## config.mk

```make
export PLATFORM = sky130hd
export DESIGN_NAME = phac_checks
export DESIGN_NICKNAME = d
export VERILOG_FILES = /design/src/rtl/phac_pkg.sv /design/src/rtl/phac_checks.sv
export SDC_FILE = /design/constraint.sdc
export NUM_CORES = 1
export LEC_CHECK = 0
export BUFFER_PORTS_ARGS = -buffer_cell sky130_fd_sc_hd__buf_2
export CORE_MARGIN = 8
export CORE_UTILIZATION = 30
export DETAILED_ROUTE_END_ITERATION = 16
export MAX_ROUTING_LAYER = met4
export PLACE_DENSITY = 0.73
export SLEW_MARGIN = 30
export SYNTH_ARGS = -nofsm -noshare
export SYNTH_HDL_FRONTEND = slang
export SYNTH_SLANG_ARGS = --single-unit
export TNS_END_PERCENT = 10
```

## constraint.sdc

```tcl
create_clock -name vclk -period 5.3
set_input_delay 0.795 -clock vclk [all_inputs]
set_output_delay 0.795 -clock vclk [all_outputs]
set_load 0.05 [all_outputs]
```

## src/rtl/phac_pkg.sv

```systemverilog
package phac_pkg;

  // table depth default
  localparam int SOURCE_SLOTS_DEF = 256;

  // header size guards, bytes
  localparam int unsigned ETH_BYTES     = 14;
  localparam int unsigned IP_MIN_BYTES  = 20;
  localparam int unsigned TCP_MIN_BYTES = 20;
  localparam int unsigned UDP_HDR_BYTES = 8;

  // frame limits
  localparam logic [15:0] FRAME_MIN     = 16'd40;
  localparam logic [15:0] FRAME_MAX     = 16'd1500;
  localparam logic [15:0] UDP_FRAME_MIN = 16'd50;
  localparam logic [15:0] UDP_FRAME_MAX = 16'd576;
  localparam logic [7:0]  ICMP_TYPE_MAX = 8'd18;

  // TCP flag bit positions
  localparam int FLAG_FIN = 0;
  localparam int FLAG_SYN = 1;
  localparam int FLAG_RST = 2;
  localparam int FLAG_ACK = 4;
  localparam int FLAG_URG = 5;

  // register reset values
  localparam logic [15:0] THRESHOLD_RST = 16'd100;
  localparam logic [15:0] WINDOW_RST    = 16'd10;

  // register index, taken from paddr[2]
  localparam logic REG_THRESHOLD = 1'b0;
  localparam logic REG_WINDOW    = 1'b1;

  typedef enum logic [1:0] {
    PROTO_OTHER = 2'd0,
    PROTO_TCP   = 2'd1,
    PROTO_UDP   = 2'd2,
    PROTO_ICMP  = 2'd3
  } proto_t;

  typedef struct packed {
    logic [15:0] threshold;
    logic [15:0] window;
  } cfg_t;

  typedef struct packed {
    logic [15:0] count;
    logic [31:0] start;
  } rate_entry_t;

  typedef struct packed {
    logic flag;
    logic empty;
    logic size;
    logic icmp;
  } alerts_t;

endpackage

```

## src/rtl/phac_checks.sv

```systemverilog
module phac_checks import phac_pkg::*; (
  input  proto_t      proto,
  input  logic [15:0] frame_length,
  input  logic [3:0]  ip_header_words,
  input  logic [15:0] ip_total_length,
  input  logic [3:0]  tcp_offset_words,
  input  logic [7:0]  tcp_flag_bits,
  input  logic [15:0] udp_length,
  input  logic [7:0]  icmp_type,
  output alerts_t     alerts
);

  logic [5:0]  ihl;
  logic [5:0]  toff;
  logic [16:0] frame;
  logic        syn, fin, rst_f, ack, urg;
  logic        tcp_guard, bad_flags;

  always_comb begin
    ihl   = {ip_header_words, 2'b00};
    toff  = {tcp_offset_words, 2'b00};
    frame = {1'b0, frame_length};
    fin   = tcp_flag_bits[FLAG_FIN];
    syn   = tcp_flag_bits[FLAG_SYN];
    rst_f = tcp_flag_bits[FLAG_RST];
    ack   = tcp_flag_bits[FLAG_ACK];
    urg   = tcp_flag_bits[FLAG_URG];

    tcp_guard = frame >= 17'(ETH_BYTES + TCP_MIN_BYTES) + 17'(ihl);
    bad_flags = (syn && fin) || (syn && rst_f) || (fin && !ack) || (urg && !ack);

    alerts = '0;
    unique case (proto)
      PROTO_TCP: begin
        alerts.flag  = bad_flags && tcp_guard &&
                       (frame >= 17'(ETH_BYTES + IP_MIN_BYTES + TCP_MIN_BYTES));
        alerts.empty = tcp_guard && (frame >= 17'(ETH_BYTES + IP_MIN_BYTES)) &&
                       (ip_total_length == 16'({1'b0, ihl} + {1'b0, toff}));
      end
      PROTO_UDP: begin
        alerts.empty = (udp_length == 16'(UDP_HDR_BYTES)) &&
                       (frame >= 17'(ETH_BYTES + IP_MIN_BYTES + UDP_HDR_BYTES)) &&
                       (frame >= 17'(ETH_BYTES + UDP_HDR_BYTES) + 17'(ihl));
        alerts.size  = (frame_length < UDP_FRAME_MIN) || (frame_length > UDP_FRAME_MAX);
      end
      PROTO_ICMP: begin
        alerts.icmp = (icmp_type > ICMP_TYPE_MAX) &&
                      (frame >= 17'(ETH_BYTES + IP_MIN_BYTES + 4));
      end
      default: begin
      end
    endcase
    if ((frame_length < FRAME_MIN) || (frame_length > FRAME_MAX)) begin
      alerts.size = 1'b1;
    end
  end

endmodule

```

== Word level (Yosys, flattened, before mapping) ==
Index checks and enable logic that the tools add are counted.

* Output and inout port bits: 4
* Input port bits: 74
* Word-level logic and storage cells: 41
* Register bits: 0

* Reduce and logical (&&, ||, !) cells: 17
* $lt $le $gt $ge: 11
* Multiplexer cells: 5
* Equality and inequality tests: 5
* $add $sub $neg: 3

{| class="wikitable"
|+ Operator list
! kind !! count
|-
| greater-or-equal comparator 16 x 6 -> 1 bit (second input constant) || 4
|-
| greater-or-equal comparator 16 x 7 -> 1 bit || 2
|-
| less-than comparator 16 x 6 -> 1 bit (second input constant) || 2
|-
| equality test 16 x 4 -> 1 bit (second input constant) || 1
|-
| equality test 16 x 7 -> 1 bit || 1
|-
| > comparator 16 x 10 -> 1 bit (second input constant) || 1
|-
| > comparator 16 x 11 -> 1 bit (second input constant) || 1
|-
| logical AND 1 bit || 11
|-
| > comparator 8 x 5 -> 1 bit (second input constant) || 1
|-
| adder 5 x 6 -> 7 bit (first input constant) || 1
|-
| adder 6 x 6 -> 7 bit || 1
|-
| adder 6 x 6 -> 7 bit (first input constant) || 1
|-
| logical OR 1 bit || 5
|-
| equality test 2 bit (second input constant) || 2
|-
| two-way mux 1 bit || 4
|-
| equality test 2 x 1 -> 1 bit (second input constant) || 1
|-
| one-hot mux 1 bit (2 select lines) || 1
|-
| zero test 1 bit || 1
|}

== Longest topological paths before layout ==
Gate-level depths: netlist of run 1.

* Depth in word-level cells: 7
* Depth in mapped cells: 7
* Mapped depth without buffers: 7

== Least setup slack after synthesis of run 1 ==
Ideal clock, no wire load.

* Path type: in2out
* Start: input ip_header_words[0]
* End: output alerts[2] in the netlist's numbering
* Setup slack: 1.642 ns
* Buffers on the path: 0
* Arrival time: 2.863 ns
* Required time: 4.505 ns
* Stages: 7
* Cells stage by stage: ha_1 > fa_1 > xnor2_1 > xnor2_1 > a2111oi_0 > nand3_1 > o22ai_1

{| class="wikitable"
|+ RTL lines
! element !! RTL line !! source
|-
| start: declaration || phac_checks.sv:4 || <nowiki>input logic [3:0] ip_header_words,</nowiki>
|-
| end: declaration || phac_checks.sv:10 || <nowiki>output alerts_t alerts</nowiki>
|}

==> impl_metrics.py, run 1 <==
metrics = {
    "timing": {
        "post-route-min-period_ps": 3550,
        "tightest_slew_ps": 353,
        "slew_headroom_pct": 75.9,
        "slew_violations": 0,
        "timing.fmax_mhz": 281,
        "hold_slack_ps": 2050,
        "setup_viol": 0,
        "fin_tns_setup_ps": 0,
        "fin_crit_sh_pct": 67.0,
        "rsz0062_at_grt": "false",
        "hold_viol": 0,
    },
    "routing": {
        "drtPass1Iterations": 4,
        "detailroute.via_count": 1078,
        "post_drt_wl_per_cell_um": 13.2,
        "drtAntennaViolNets": 0,
        "routed_wl_um": 2810,
        "drt_iter0_drc": 24,
        "viasPerCell": 5.06,
        "drc": 0,
    },
    "layout": {
        "final_cell_mix": "75 x buf_2, 18 x ha_1, 10 x a21oi_1",
        "seq_area_um2": 0,
        "syn2layout_area_growth_pct": 50.6,
        "layout.nets": 277,
        "final_common_cell": "buf_2",
        "stdcell_area_mm2": 0.00123,
        "seq_cells": 0,
        "nClkBuffers": 0,
        "n_antenna_cell": 0,
        "multi_input_area_um2": 785,
        "drive_above_1_share_pct": 44.0,
        "fill_cells": 303,
    },
    "cts": {
        "post_cts_buffers": 0,
        "hold_buffers": 0,
        "ctsResizeCount": 0,
    },
    "yosys": {
        "yosys.area_share.simple_pct": 26.9,
        "synth_compound_area_share_pct": 29.4,
        "yosys_warnings": 0,
        "synthMuxAreaShare_pct": 0,
        "synth_cells": 107,
        "synth-adder-area-share_pct": 30.0,
        "synth_cell_types": 35,
        "avgSynthCellArea_um2": 7.65,
        "synth_seq_area_share_pct": 0,
        "synth_top_family_by_area": "adder cells",
        "syn_area_um2": 818,
        "syn-num-nets": 200,
        "yosys.area_share.xor_xnor_pct": 9.63,
    },
    "floorplanning": {
        "die_area_mm2": 0.00465,
        "rows": 19,
        "initial_utilization_pct": 30.7,
        "ios": 78,
        "dieHeight_um": 68.2,
        "coreArea_mm2": 0.00266,
        "die_x_um": 68.2,
    },
    "worst_hold_path": {
        "min-delay-start": "tcp_flag_bits[0]",
        "hold_class": "input pin to output pin",
        "worstHoldEndpoint": "alerts[3]",
        "holdPathStages": 4,
    },
    "critical_path": {
        "max_stage_delay_ps": 410,
        "start_kind": "input pin",
        "setup.worst_path.class": "input pin to output pin",
        "crit_family": "adder cells",
        "critPathMaxFanout": 5,
        "cp.required_ps": 4510,
        "endpoint_kind": "output pin",
        "cp_cell_sequence": "buf_2 -> ha_1 -> fa_1 -> xnor2_1 -> xnor2_1 -> a2111oi_0 -> nand3_1 -> o22ai_1 -> buf_2",
        "cpMaxStageDelayCell": "fa_1",
        "crit_cells": 9,
        "timing.critical_path.buf_inv": 2,
        "cp.arrival_ps": 2760,
    },
    "power": {
        "cellPowerDensity_mw_per_mm2": 68.9,
        "vdd_drop_max_v": 0.0000388,
        "p_leak_nw": 0.628,
    },
    "outcome": {
        "status": "finished clean",
    },
    "global_route": {
        "grt_pass1_wl_um": 4040,
        "grt_antenna_before_repair": 0,
        "grt-ovfl-total": 0,
        "grt_max_degree": 10,
        "grt_pass1_vias": 982,
        "track_usage_pct": 10.7,
    },
    "place": {
        "port_buffers": 75,
        "gp_congestion": 0.764,
        "place_area_mm2": 0.00123,
        "dp_hpwl_um": 2630,
    },
    "job": {
        "maxCapViolCount": 0,
    },
}
[power by group]
group | leakage [nW] | switching, mW | internal [mW] | total, mW
combinational | 0.628 | 0.0410 | 0.0440 | 0.0849
clock | 0 | 0 | 0 | 0
sequential | 0 | 0 | 0 | 0
[cell usage after synthesis, types with 2 or more instances]
cell | count | area [um^2]
o31a_1 | 2 | 17.5
nor4_1 | 7 | 43.8
o21a_1 | 2 | 15.0
inv_1 | 9 | 33.8
o2111ai_1 | 2 | 17.5
nor2b_1 | 2 | 12.5
or4_1 | 3 | 22.5
nand4_1 | 3 | 18.8
a21oi_1 | 10 | 50.1
xnor2_1 | 6 | 52.6
nand4b_1 | 2 | 17.5
a21o_1 | 3 | 22.5
ha_1 | 18 | 225
nand2_1 | 2 | 7.51
o21ai_0 | 6 | 30.0
nor2_1 | 3 | 11.3
xor2_1 | 3 | 26.3
nand3_1 | 6 | 30.0
nor3b_2 | 2 | 25.0
[area by class of cell]
| type | instances | area share, % |
|---|---|---|
| multi-input cells | 98 | 63.7 |
| repair buffers | 75 | 30.5 |
| well taps | 31 | 3.15 |
| inverters | 9 | 2.74 |
[metrics by stage]
step	util [%]	power, mW	setup slack, ps	instances
after floorplan	-	0.0440	1640	107
after global placement	46.3	0.0843	1770	213
after detailed placement	46.3	0.0853	1750	213
after CTS	46.3	0.0858	1730	213
after global routing	46.3	0.0963	1580	213
final	46.3	0.0849	1750	213
[kinds of logic (layout without fill, tap and decap cells)]
family | Yosys count | count (layout)
buffers and inverters | 9 | 84
adder cells (fa/ha/maj) | 19 | 19
XOR/XNOR | 9 | 9
AND/OR/NAND/NOR | 34 | 34
AO/OA/AOI/OAI | 36 | 36
[metal layers]
layer	part of all wire, %	global-route usage [%]	up-vias
li1	-	-	579
met1	41	13.4	471
met2	54	18.9	28
met3	5.5	1.15	0
met4	0	0	0
met5	0	-	-
[how the worst max path moves through the flow]
stage / endpoint / startpoint
final: alerts[2] / ip_header_words[0]
after CTS: alerts[2] / ip_header_words[0]
after global placement: alerts[2] / ip_header_words[0]
after global routing: alerts[2] / ip_header_words[0]
after detailed placement: alerts[2] / ip_header_words[0]
after floorplan: alerts[2] / ip_header_words[0]
Note: power is estimated with default switching activity, not from simulation.
==> run 2: changes to the inputs <==
--- a/config.mk
+++ b/config.mk
@@ -10,7 +10,7 @@
 export CORE_UTILIZATION = 30
 export DETAILED_ROUTE_END_ITERATION = 16
 export MAX_ROUTING_LAYER = met4
-export PLACE_DENSITY = 0.73
+export PLACE_DENSITY = 0.76
 export SLEW_MARGIN = 30
 export SYNTH_ARGS = -nofsm -noshare
 export SYNTH_HDL_FRONTEND = slang
==> constraint.sdc (replaced) <==
create_clock -name vclk -period 2.89
set_input_delay 0.4335 -clock vclk [all_inputs]
set_output_delay 0.4335 -clock vclk [all_outputs]
set_load 0.05 [all_outputs]
==> run 2 against run 1 <==
Net effect:
- global-route usage grew 0.75 points
- combinational power is 91% higher
- critical path type unchanged
- cell count is 0.47% higher
- count of clock-buffer cells in the layout unchanged
- worst setup slack got worse by 1600 ps
- critical path depth unchanged
==> impl_metrics.py, run 2 (synthesized netlist as in run 1, its figures left out) <==
metrics = {
    "outcome": {
        "status": "finished clean",
    },
    "timing": {
        "slew_violations": 0,
        "hold_viol": 0,
        "timing.fmax_mhz": 363,
        "fin_tns_setup_ps": 0,
        "setup_viol": 0,
        "rsz0062_at_grt": "false",
        "tightest_slew_ps": 419,
        "post-route-min-period_ps": 2750,
        "hold_slack_ps": 1310,
        "fin_crit_sh_pct": 95.2,
        "fin_ws_ps": 138,
        "slew_headroom_pct": 72.0,
    },
    "critical_path": {
        "worst_path_most_repeated_cell": "xnor2_1",
        "cp.arrival_ps": 2320,
        "setup.worst_path.class": "input pin to output pin",
        "critPathMaxFanout": 2,
        "cpMaxStageDelayCell": "fa_1",
        "cp_cell_sequence": "buf_2 -> ha_1 -> fa_1 -> xnor2_1 -> xnor2_1 -> a2111oi_2 -> nand3_1 -> o22ai_2 -> buf_4",
        "start_kind": "input pin",
        "cp.required_ps": 2460,
        "endpoint_kind": "output pin",
        "max_stage_delay_ps": 420,
    },
    "layout": {
        "n_antenna_cell": 0,
        "final_cells": 214,
        "nClkBuffers": 0,
        "seq_area_um2": 0,
        "layout.nets": 278,
        "seq_cells": 0,
        "drive_above_1_share_pct": 45.4,
        "final_cell_mix": "74 x buf_2, 18 x ha_1, 10 x a21oi_1",
        "stdcell_area_mm2": 0.00125,
        "fin_util_pct": 47.1,
        "syn2layout_area_growth_pct": 53.4,
        "final_common_cell": "buf_2",
        "fill_cells": 285,
        "multi_input_area_um2": 797,
    },
    "power": {
        "power_mw": 0.162,
        "vdd_drop_max_v": 0.0000848,
        "cellPowerDensity_mw_per_mm2": 129,
        "p_leak_nw": 0.634,
    },
    "place": {
        "port_buffers": 75,
        "place_area_mm2": 0.00125,
        "dp_hpwl_um": 2760,
        "gp_congestion": 0.863,
        "place_inst": 214,
        "pre_cts_slack_ps": -1.94,
    },
    "global_route": {
        "grt_antenna_before_repair": 0,
        "grt_pass1_vias": 1076,
        "grt-ovfl-total": 0,
        "grt.busiest_layer": "met2",
        "grt_pass1_wl_um": 4300,
        "track_usage_pct": 11.4,
        "gr-usage-met3_pct": 1.47,
        "use_met1_pct": 12.7,
        "grt_max_degree": 10,
        "grt_use_met2_pct": 22.2,
    },
    "floorplanning": {
        "coreArea_mm2": 0.00266,
        "die_area_mm2": 0.00465,
        "die_x_um": 68.2,
        "rows": 19,
        "ios": 78,
        "initial_utilization_pct": 30.7,
        "dieHeight_um": 68.2,
    },
    "cts": {
        "ctsResizeCount": 1,
        "hold_buffers": 0,
        "post_cts_buffers": 0,
    },
    "routing": {
        "detailroute.via_count": 1135,
        "drtAntennaViolNets": 0,
        "drc": 0,
        "drtPass1Iterations": 4,
        "routed_wl_um": 3020,
        "viasPerCell": 5.30,
        "drt_iter0_drc": 32,
        "post_drt_wl_per_cell_um": 14.1,
    },
    "worst_hold_path": {
        "holdPathStages": 5,
        "hold_class": "input pin to output pin",
    },
    "job": {
        "maxCapViolCount": 0,
    },
}
## run 2: cell count changes in the layout (fill, tap and decap cells not counted), sizes merged
| cell | change |
|---|---|
| buf | +1 |
## run 2: area by class of cell
class              instances  area share, %
well taps                 31           3.09
repair buffers            76           30.7
inverters                  9           2.69
multi-input cells         98           63.5
## run 2: report_power, final
part / internal [mW] / switching (mW) / total (mW) / leakage (nW)
Combinational: 0.0822 / 0.0799 / 0.162 / 0.634
Clock: 0 / 0 / 0 / 0
Sequential: 0 / 0 / 0 / 0
Total: 0.0822 / 0.0799 / 0.162 / 0.634
## run 2: path summary, 6_finish.rpt
path / from / to
min: udp_length[13] / alerts[2]
max: ip_header_words[0] / alerts[2]
## run 2: metal layers
metal  up-vias  wire length [um]
li1        581                 -
met1       517              1090
met2        37              1670
met3         0               269
met4         0                 0
met5         -                 0
## run 2: critical path: cells and delay by family
kind	cells	cell delay, ps
buf+inv	2	330
compound gates	2	450
simple gates	1	150
xor+xnor	2	300
fa+ha+maj	2	640
